<file path="src/hw/rtl/ybc_pkg.sv">
`default_nettype none

package ybc_pkg;

   // fixed point: 14 fraction bits, channel sums held in 25 signed bits
   localparam int FracBits  = 14;
   localparam int SumWidth  = 25;
   localparam int PixWidth  = 8;

   typedef logic signed [SumWidth-1:0] sum_type;
   typedef logic [PixWidth-1:0]        pix_type;

   localparam sum_type CoefRedCr   = 25'sd22970;
   localparam sum_type CoefGreenCb = 25'sd5638;
   localparam sum_type CoefGreenCr = 25'sd11700;
   localparam sum_type CoefBlueCb  = 25'sd29032;

   localparam logic signed [PixWidth:0] LumaOffset   = 9'sd16;
   localparam logic signed [PixWidth:0] ChromaOffset = 9'sd128;

   typedef struct packed {
      pix_type luma_first;
      pix_type chroma_blue;
      pix_type luma_second;
      pix_type chroma_red;
      logic    frame_end;
   } req_payload_type;

   typedef struct packed {
      pix_type blue_first;
      pix_type green_first;
      pix_type red_first;
      pix_type blue_second;
      pix_type green_second;
      pix_type red_second;
      logic    frame_end_out;
   } rsp_payload_type;

   // chroma contributions shared by both pixels of a macropixel
   typedef struct packed {
      sum_type blue_term;
      sum_type green_term;
      sum_type red_term;
   } chroma_terms_type;

endpackage

`default_nettype wire

</file>
<file path="src/hw/rtl/ybc_chan_if.sv">
`default_nettype none

interface ybc_req_if;
   import ybc_pkg::*;

   logic            valid;
   logic            ready;
   req_payload_type payload;

   modport source (output valid, output payload, input ready);
   modport sink   (input valid, input payload, output ready);
endinterface

interface ybc_rsp_if;
   import ybc_pkg::*;

   logic            valid;
   logic            ready;
   rsp_payload_type payload;

   modport source (output valid, output payload, input ready);
   modport sink   (input valid, input payload, output ready);
endinterface

`default_nettype wire

</file>
<file path="src/hw/rtl/ybc_chroma.sv">
`default_nettype none

module ybc_chroma (
   input  wire  ybc_pkg::pix_type          chroma_blue,
   input  wire  ybc_pkg::pix_type          chroma_red,
   output ybc_pkg::chroma_terms_type       terms
);
   import ybc_pkg::*;

   logic signed [PixWidth:0] cb_s;
   logic signed [PixWidth:0] cr_s;
   sum_type                  cb_w;
   sum_type                  cr_w;

   always_comb begin
      cb_s = $signed({1'b0, chroma_blue}) - ChromaOffset;
      cr_s = $signed({1'b0, chroma_red}) - ChromaOffset;
      cb_w = sum_type'(cb_s);
      cr_w = sum_type'(cr_s);
      terms.blue_term  = sum_type'(CoefBlueCb * cb_w);
      terms.green_term = sum_type'(-(CoefGreenCb * cb_w) - (CoefGreenCr * cr_w));
      terms.red_term   = sum_type'(CoefRedCr * cr_w);
   end

endmodule

`default_nettype wire

</file>
<file path="src/hw/rtl/ybc_pixel.sv">
`default_nettype none

module ybc_pixel (
   input  wire  ybc_pkg::pix_type          luma,
   input  wire  ybc_pkg::chroma_terms_type terms,
   output ybc_pkg::pix_type                blue,
   output ybc_pkg::pix_type                green,
   output ybc_pkg::pix_type                red
);
   import ybc_pkg::*;

   // positive sums truncate by a plain shift; anything past 255 saturates
   function automatic pix_type clamp_sum(sum_type s);
      pix_type res;
      if (s[SumWidth-1] || (s == '0)) begin
         res = '0;
      end else if (|s[SumWidth-2:FracBits+PixWidth]) begin
         res = '1;
      end else begin
         res = s[FracBits+PixWidth-1:FracBits];
      end
      return res;
   endfunction

   logic signed [PixWidth:0] luma_s;
   sum_type                  base;

   always_comb begin
      luma_s = $signed({1'b0, luma}) - LumaOffset;
      base   = sum_type'(luma_s) <<< FracBits;
      blue   = clamp_sum(base + terms.blue_term);
      green  = clamp_sum(base + terms.green_term);
      red    = clamp_sum(base + terms.red_term);
   end

endmodule

`default_nettype wire

</file>
<file path="src/hw/rtl/yuyv_to_bgr_converter.sv">
`default_nettype none

// Converts one packed YUYV 4:2:2 macropixel per transaction into the blue,
// green and red bytes of its two pixels (BT.601, luma offset 16 without range
// scaling, chroma offset 128, 14-bit fixed point, truncated and clamped to
// 0..255); the end-of-frame flag rides along unchanged. The block takes one
// macropixel every clock cycle unless the result side holds it back; each
// macropixel passes through the input register and then the result register,
// with the colour arithmetic between them. The input side stays ready while
// the result register holds a transaction, as long as the result can move on
// or the input register is empty. There is no state between items and no
// configuration.
module yuyv_to_bgr_converter (
   input wire       clock,
   input wire       reset,
   ybc_req_if.sink  req_bus,
   ybc_rsp_if.source rsp_bus
);
   import ybc_pkg::*;

   req_payload_type  req_ff;
   logic             req_valid_ff;
   logic             req_valid_in;
   rsp_payload_type  rsp_ff;
   rsp_payload_type  rsp_in;
   logic             rsp_valid_ff;
   logic             rsp_valid_in;
   logic             rsp_load;
   logic             req_load;
   chroma_terms_type terms;

   assign rsp_load = req_valid_ff && (!rsp_valid_ff || rsp_bus.ready);
   assign req_bus.ready = !req_valid_ff || rsp_load;
   assign req_load = req_bus.valid && req_bus.ready;

   assign req_valid_in = req_load || (req_valid_ff && !rsp_load);
   assign rsp_valid_in = rsp_load || (rsp_valid_ff && !rsp_bus.ready);

   ybc_chroma u_chroma (
      .chroma_blue (req_ff.chroma_blue),
      .chroma_red  (req_ff.chroma_red),
      .terms       (terms)
   );

   ybc_pixel u_pixel_first (
      .luma  (req_ff.luma_first),
      .terms (terms),
      .blue  (rsp_in.blue_first),
      .green (rsp_in.green_first),
      .red   (rsp_in.red_first)
   );

   ybc_pixel u_pixel_second (
      .luma  (req_ff.luma_second),
      .terms (terms),
      .blue  (rsp_in.blue_second),
      .green (rsp_in.green_second),
      .red   (rsp_in.red_second)
   );

   assign rsp_in.frame_end_out = req_ff.frame_end;

   always_ff @(posedge clock) begin
      if (reset) begin
         req_valid_ff <= 1'b0;
         rsp_valid_ff <= 1'b0;
      end else begin
         req_valid_ff <= req_valid_in;
         rsp_valid_ff <= rsp_valid_in;
      end
   end

   always_ff @(posedge clock) begin
      if (req_load) begin
         req_ff <= req_bus.payload;
      end
      if (rsp_load) begin
         rsp_ff <= rsp_in;
      end
   end

   assign rsp_bus.valid   = rsp_valid_ff;
   assign rsp_bus.payload = rsp_ff;

   // an occupied input register that cannot move on keeps its transaction
   a_req_hold: assert property (@(posedge clock) disable iff (reset)
      (req_valid_ff && !rsp_load) |=> (req_valid_ff && $stable(req_ff)))
      else $error("input register changed while stalled");

   // the flag in the result register is the one that sat in the input register
   a_frame_end: assert property (@(posedge clock) disable iff (reset)
      rsp_load |=> (rsp_ff.frame_end_out == $past(req_ff.frame_end)))
      else $error("end-of-frame flag lost between stages");

   // an empty input register never refuses a transaction
   a_ready_empty: assert property (@(posedge clock) disable iff (reset)
      !req_valid_ff |-> req_bus.ready)
      else $error("input refused with empty input register");

   // a result cannot be overwritten while it still waits downstream
   a_no_overwrite: assert property (@(posedge clock) disable iff (reset)
      (rsp_valid_ff && !rsp_bus.ready) |-> !rsp_load)
      else $error("pending result overwritten");

endmodule

`default_nettype wire

</file>
<file path="src/flat_wrapper.sv">
// flat-port wrapper written by rule: the top's interface ports become plain ports
module yuyv_to_bgr_converter_flat import ybc_pkg::*;
  (clock, reset, req_bus_valid, req_bus_payload, req_bus_ready, rsp_bus_valid, rsp_bus_payload, rsp_bus_ready);
  ybc_req_if req_bus_i ();
  ybc_rsp_if rsp_bus_i ();
  input wire clock;
  input wire reset;
  input wire logic [$bits(req_bus_i.valid)-1:0] req_bus_valid;
  input wire logic [$bits(req_bus_i.payload)-1:0] req_bus_payload;
  output wire logic [$bits(req_bus_i.ready)-1:0] req_bus_ready;
  output wire logic [$bits(rsp_bus_i.valid)-1:0] rsp_bus_valid;
  output wire logic [$bits(rsp_bus_i.payload)-1:0] rsp_bus_payload;
  input wire logic [$bits(rsp_bus_i.ready)-1:0] rsp_bus_ready;
  assign req_bus_i.valid = req_bus_valid;
  assign req_bus_i.payload = req_bus_payload;
  assign req_bus_ready = req_bus_i.ready;
  assign rsp_bus_valid = rsp_bus_i.valid;
  assign rsp_bus_payload = rsp_bus_i.payload;
  assign rsp_bus_i.ready = rsp_bus_ready;
  yuyv_to_bgr_converter u_core (.clock(clock), .reset(reset), .req_bus(req_bus_i), .rsp_bus(rsp_bus_i));
endmodule
</file>
<file path="config.mk">
export PLATFORM = sky130hd
export DESIGN_NAME = yuyv_to_bgr_converter_flat
export DESIGN_NICKNAME = d
export VERILOG_FILES = /design/src/hw/rtl/ybc_pkg.sv /design/src/hw/rtl/ybc_chan_if.sv /design/src/hw/rtl/ybc_chroma.sv /design/src/hw/rtl/ybc_pixel.sv /design/src/hw/rtl/yuyv_to_bgr_converter.sv /design/src/flat_wrapper.sv
export SDC_FILE = /design/constraint.sdc
export NUM_CORES = 1
export LEC_CHECK = 0
export BUFFER_PORTS_ARGS = -buffer_cell sky130_fd_sc_hd__buf_4
export CAP_MARGIN = 30
export CORE_MARGIN = 2
export CORE_UTILIZATION = 48
export DETAILED_ROUTE_END_ITERATION = 6
export GPL_TIMING_DRIVEN = 0
export HOLD_SLACK_MARGIN = 0.06
export PLACE_DENSITY = 0.65
export SYNTH_ARGS = -nofsm -noshare
export SYNTH_HDL_FRONTEND = slang
export SYNTH_SLANG_ARGS = --single-unit
</file>
<file path="constraint.sdc">
create_clock -name clock -period 12.35 [get_ports clock]
set_input_delay 2.47 -clock clock [delete_from_list [all_inputs] [get_ports clock]]
set_output_delay 2.47 -clock clock [all_outputs]
set_load 0.01 [all_outputs]
</file>
==> results by stage <==
Clock network:
- The quantity of gates resized following cts is 0.
- The clock root buffer master is sky130_fd_sc_hd__clkbuf_16.
- The clock tree from TritonCTS is built.
- Clock-pin slew was measured on the worst setup and hold paths at 0.07 ns.
- After clock tree synthesis, the setup repair step added 0 buffers.
- The number of clock buffers added by TritonCTS is 9.
- In this run the number of H-tree levels came out at 3.
- For this design, the CTS-stage hold fixing added 0 buffers.
- The maximum count of clock buffers along a single path is 2.
- The TritonCTS sink count is 84.
- The clock latency on the worst-skew pair is 0.36 ns.

Floorplan:
- The vertical die dimension is 174 um.
- The core area is 28500 um2.
- The cell row count is 62.
- The chip width is 174 um.
- The initial core utilization is 48.6%.
- The number of ports placed on the die boundary is 88.
- The floorplan step defined a die boundary enclosing 30300 um2.

Timing:
- After routing, the total negative slack on setup checks comes to 0 ns.
- The worst hold slack is 0.429 ns.
- The highest clock frequency the design can meet is 100 MHz.
- Headroom to the max-slew limit came out at 37.0%.
- The count of final max-slew check failures is 0.
- At the pin with the least slew margin, the transition time is 0.942 ns.
- The routed design could run at a clock period as short as 9.99 ns.
- Setup repair after global routing left no endpoint under its margin.
- Of the available clock period, the critical path in the final layout requires 80.9%.
- The largest clock skew in the final design is 0.0149 ns.
- The final hold violation count is 0.
- Setup violations remaining at the end of the flow were counted as 0.

Critical path:
- For the worst setup path, the data arrival time is 10.06 ns.
- The path type of the worst setup path is flop to flop.
- In this run the worst path has a maximum fanout of 17.
- The type of origin of the critical path is a flop.
- The length in cells of the worst reg-to-reg path is 36.
- The worst endpoint required time is 12.42 ns.
- The total buffers and inverters traversed by the critical path is 4.
- The most used cell along the critical path is sky130_fd_sc_hd__ha_1.
- The delay of the slowest critical-path stage is 0.62 ns.
- The cell depth of the worst setup path is 36.
- The kind of end point of the critical path is a flop.
- Among all stages on the critical path, the largest delay is contributed by sky130_fd_sc_hd__edfxtp_1.
- The cell family contributing the most delay on the critical path is compound AO/OA/AOI/OAI gates.

GRT:
- The number of global-route vias before repair is 10100.
- The residual overflow from global routing is 0.
- The global routing met3 resource utilization is 2.93%.
- The number of antenna violations at the first check in global routing came to 0.
- In the global route stage, met2 resource usage came out at 33.4%.
- Entering global routing, the biggest net connects 38 pins.
- After global routing, the most crowded layer is met2.
- In the global route stage, met1 resource usage came out at 27.0%.
- The total global-route track usage is 19.8%.
- The wire length of the first global-routing pass is 48.7 mm.

Detailed routing:
- The number of vias in the routed layout is 10200.
- The detailed router finished its first iteration with 599 violations.
- The detail-routed via count per cell is 5.41.
- The pre-antenna-repair detailed-routing pass consisted of 5 iterations.
- The post-detailed-route DRC marker count is 0.
- The wire length reported by the detailed router is 28.7 mm.
- The detail route stage leaves a number of antenna-violating nets equal to 0.
- The routed wire length per instance is 15.3 um.

Synthesis:
- The synthesized netlist net count is 1862.
- The number of warnings printed during yosys synthesis is 0.
- Yosys attributes the largest share of cell area to sky130_fd_sc_hd__ha_1 31%, sky130_fd_sc_hd__edfxtp_1 18%, sky130_fd_sc_hd__fa_1 14%.
- In this run the cell area of the synthesized design comes to 13900 um2.
- After synthesis the netlist holds a flip-flop and latch count of 84.
- The area share of the largest cell type after synthesis is 30.8%.
- The synthesized instance count is 1387.
- The largest total area in the synthesized netlist belongs to sky130_fd_sc_hd__ha_1.
- Sequential elements use 18.0% of the synthesized area.
- The number of enable flip-flop cells after synthesis is 82.
- Each instance of the synthesized netlist takes up on average 10.0 um2.
- The most frequently used flop master after synthesis is sky130_fd_sc_hd__edfxtp_1.
- The async set or reset register ratio after synthesis is 0%.
- The synthesized netlist contains 80 unique library cells.

Place:
- The count of buffers added on input and output ports is 87.
- Once detailed placement completed, the half-perimeter wirelength came to 24.3 mm.
- The routability-driven placement congestion ratio is 0.900.

Finish:
- The relative area change from synthesis to final layout is 10.7%.
- The fraction of the core area covered by cells at the end of the flow is 53.8%.
- Leaving out fill and tap cells, the most frequent cell in the layout is sky130_fd_sc_hd__ha_1.
- The post-layout net count is 1962.
- The number of inserted diodes is 0.
- Cells with a size suffix above 1 make up 9.65% of the layout.
- The library cells used most frequently in the layout, excluding fill and tap cells, are 341 x sky130_fd_sc_hd__ha_1, 207 x sky130_fd_sc_hd__inv_1, 97 x sky130_fd_sc_hd__fa_1.

Worst hold path:
- The path type of the worst min-delay path is flop to flop.
- The worst hold path passes through 0 cells.

Job:
- Across the run, the number of max-cap violations was 0.

Status:
- The run finished with clean final reports.
-- metal layers --
layer  vias up  wire length, um  share of wire [%]
met5         -                0                  0
met4         0              483                1.7
met3        32             1190                4.1
met2       206            13300                 46
met1      4783            13800                 48
li1       5133                -                  -
-- through the flow --
stage                     area [um2]  cells  setup slack, ns
after detailed placement       15000   1860             2.37
after global placement         15000   1858             2.58
after global routing           15300   1876             1.65
after CTS                      15300   1876             2.33
after floorplan                13900   1387             3.79
final                          15300   1876             2.36
-- state kept, by name (all words and copies together) (netlist names) --
| name | cells |
|---|---|
| u_core.req_ff | 33 |
| u_core.req_valid_ff | 1 |
| u_core.rsp_bus.payload | 49 |
| u_core.rsp_bus.valid | 1 |
-- cells in the mapped netlist (4+ instances only) --
cell	instances
sky130_fd_sc_hd__and3_1	8
sky130_fd_sc_hd__o21bai_1	20
sky130_fd_sc_hd__xnor2_1	59
sky130_fd_sc_hd__o211ai_1	7
sky130_fd_sc_hd__a21o_1	40
sky130_fd_sc_hd__o21ai_0	36
sky130_fd_sc_hd__nand3_1	15
sky130_fd_sc_hd__a211oi_1	11
sky130_fd_sc_hd__or4_1	4
sky130_fd_sc_hd__or3_1	8
sky130_fd_sc_hd__a22oi_1	14
sky130_fd_sc_hd__a21oi_1	94
sky130_fd_sc_hd__nand2_1	46
sky130_fd_sc_hd__a31oi_1	5
sky130_fd_sc_hd__nand2b_1	7
sky130_fd_sc_hd__o21a_1	19
sky130_fd_sc_hd__inv_1	207
sky130_fd_sc_hd__nor3b_1	4
sky130_fd_sc_hd__o41ai_1	4
sky130_fd_sc_hd__o311ai_0	4
sky130_fd_sc_hd__or2_2	8
sky130_fd_sc_hd__fa_1	97
sky130_fd_sc_hd__ha_1	341
sky130_fd_sc_hd__nor2_1	58
sky130_fd_sc_hd__xor2_1	49
sky130_fd_sc_hd__nor3_1	33
sky130_fd_sc_hd__edfxtp_1	82
sky130_fd_sc_hd__a2bb2oi_1	8
sky130_fd_sc_hd__nor2b_1	9
sky130_fd_sc_hd__and2_1	6
-- logic make-up after synthesis --
| kind of cell | synth area share (%) |
|---|---|
| flip-flops | 18.0 |
| AO/OA/AOI/OAI | 15.7 |
| adder cells (fa/ha/maj) | 44.8 |
| multiplexers | 0.298 |
| AND/OR/NAND/NOR | 8.32 |
| XOR/XNOR | 6.99 |
| buffers and inverters | 5.87 |
-- worst reg2reg max path, delay by kind of cell, from the launching register on --
family                     cells  cell delay, ns
DFF                            1            0.62
adders and majority gates      8            2.90
and+or+nand+nor                7            1.66
buffers and inverters          4            1.00
AOI/OAI and AO/OA             14            2.94
xor gates and xnor gates       3            0.56
-- cell type report --
type,instances,area (um2)
flip-flops and latches,84,2500
clock buffers,10,229
inverters,207,777
clock inverters,6,71.3
plain buffers,7,37.5
well taps,384,480
repair buffers,89,693
multi-input cells,1089,10600
fillers,2609,13200
-- worst paths after layout --
path | startpoint | to | slack (ns)
hold / removal | u_core.req_ff[0] | u_core.rsp_bus.payload[0] | 0.43
setup / recovery | u_core.req_ff[8] | u_core.rsp_bus.payload[12] | 2.36
setup reg to reg | u_core.req_ff[8] | u_core.rsp_bus.payload[12] | 2.36
hold reg to reg | u_core.req_ff[0] | u_core.rsp_bus.payload[0] | 0.43
Power is not shown: default switching activity piles up to over one toggle a cycle in this logic, so the estimate is an artifact.
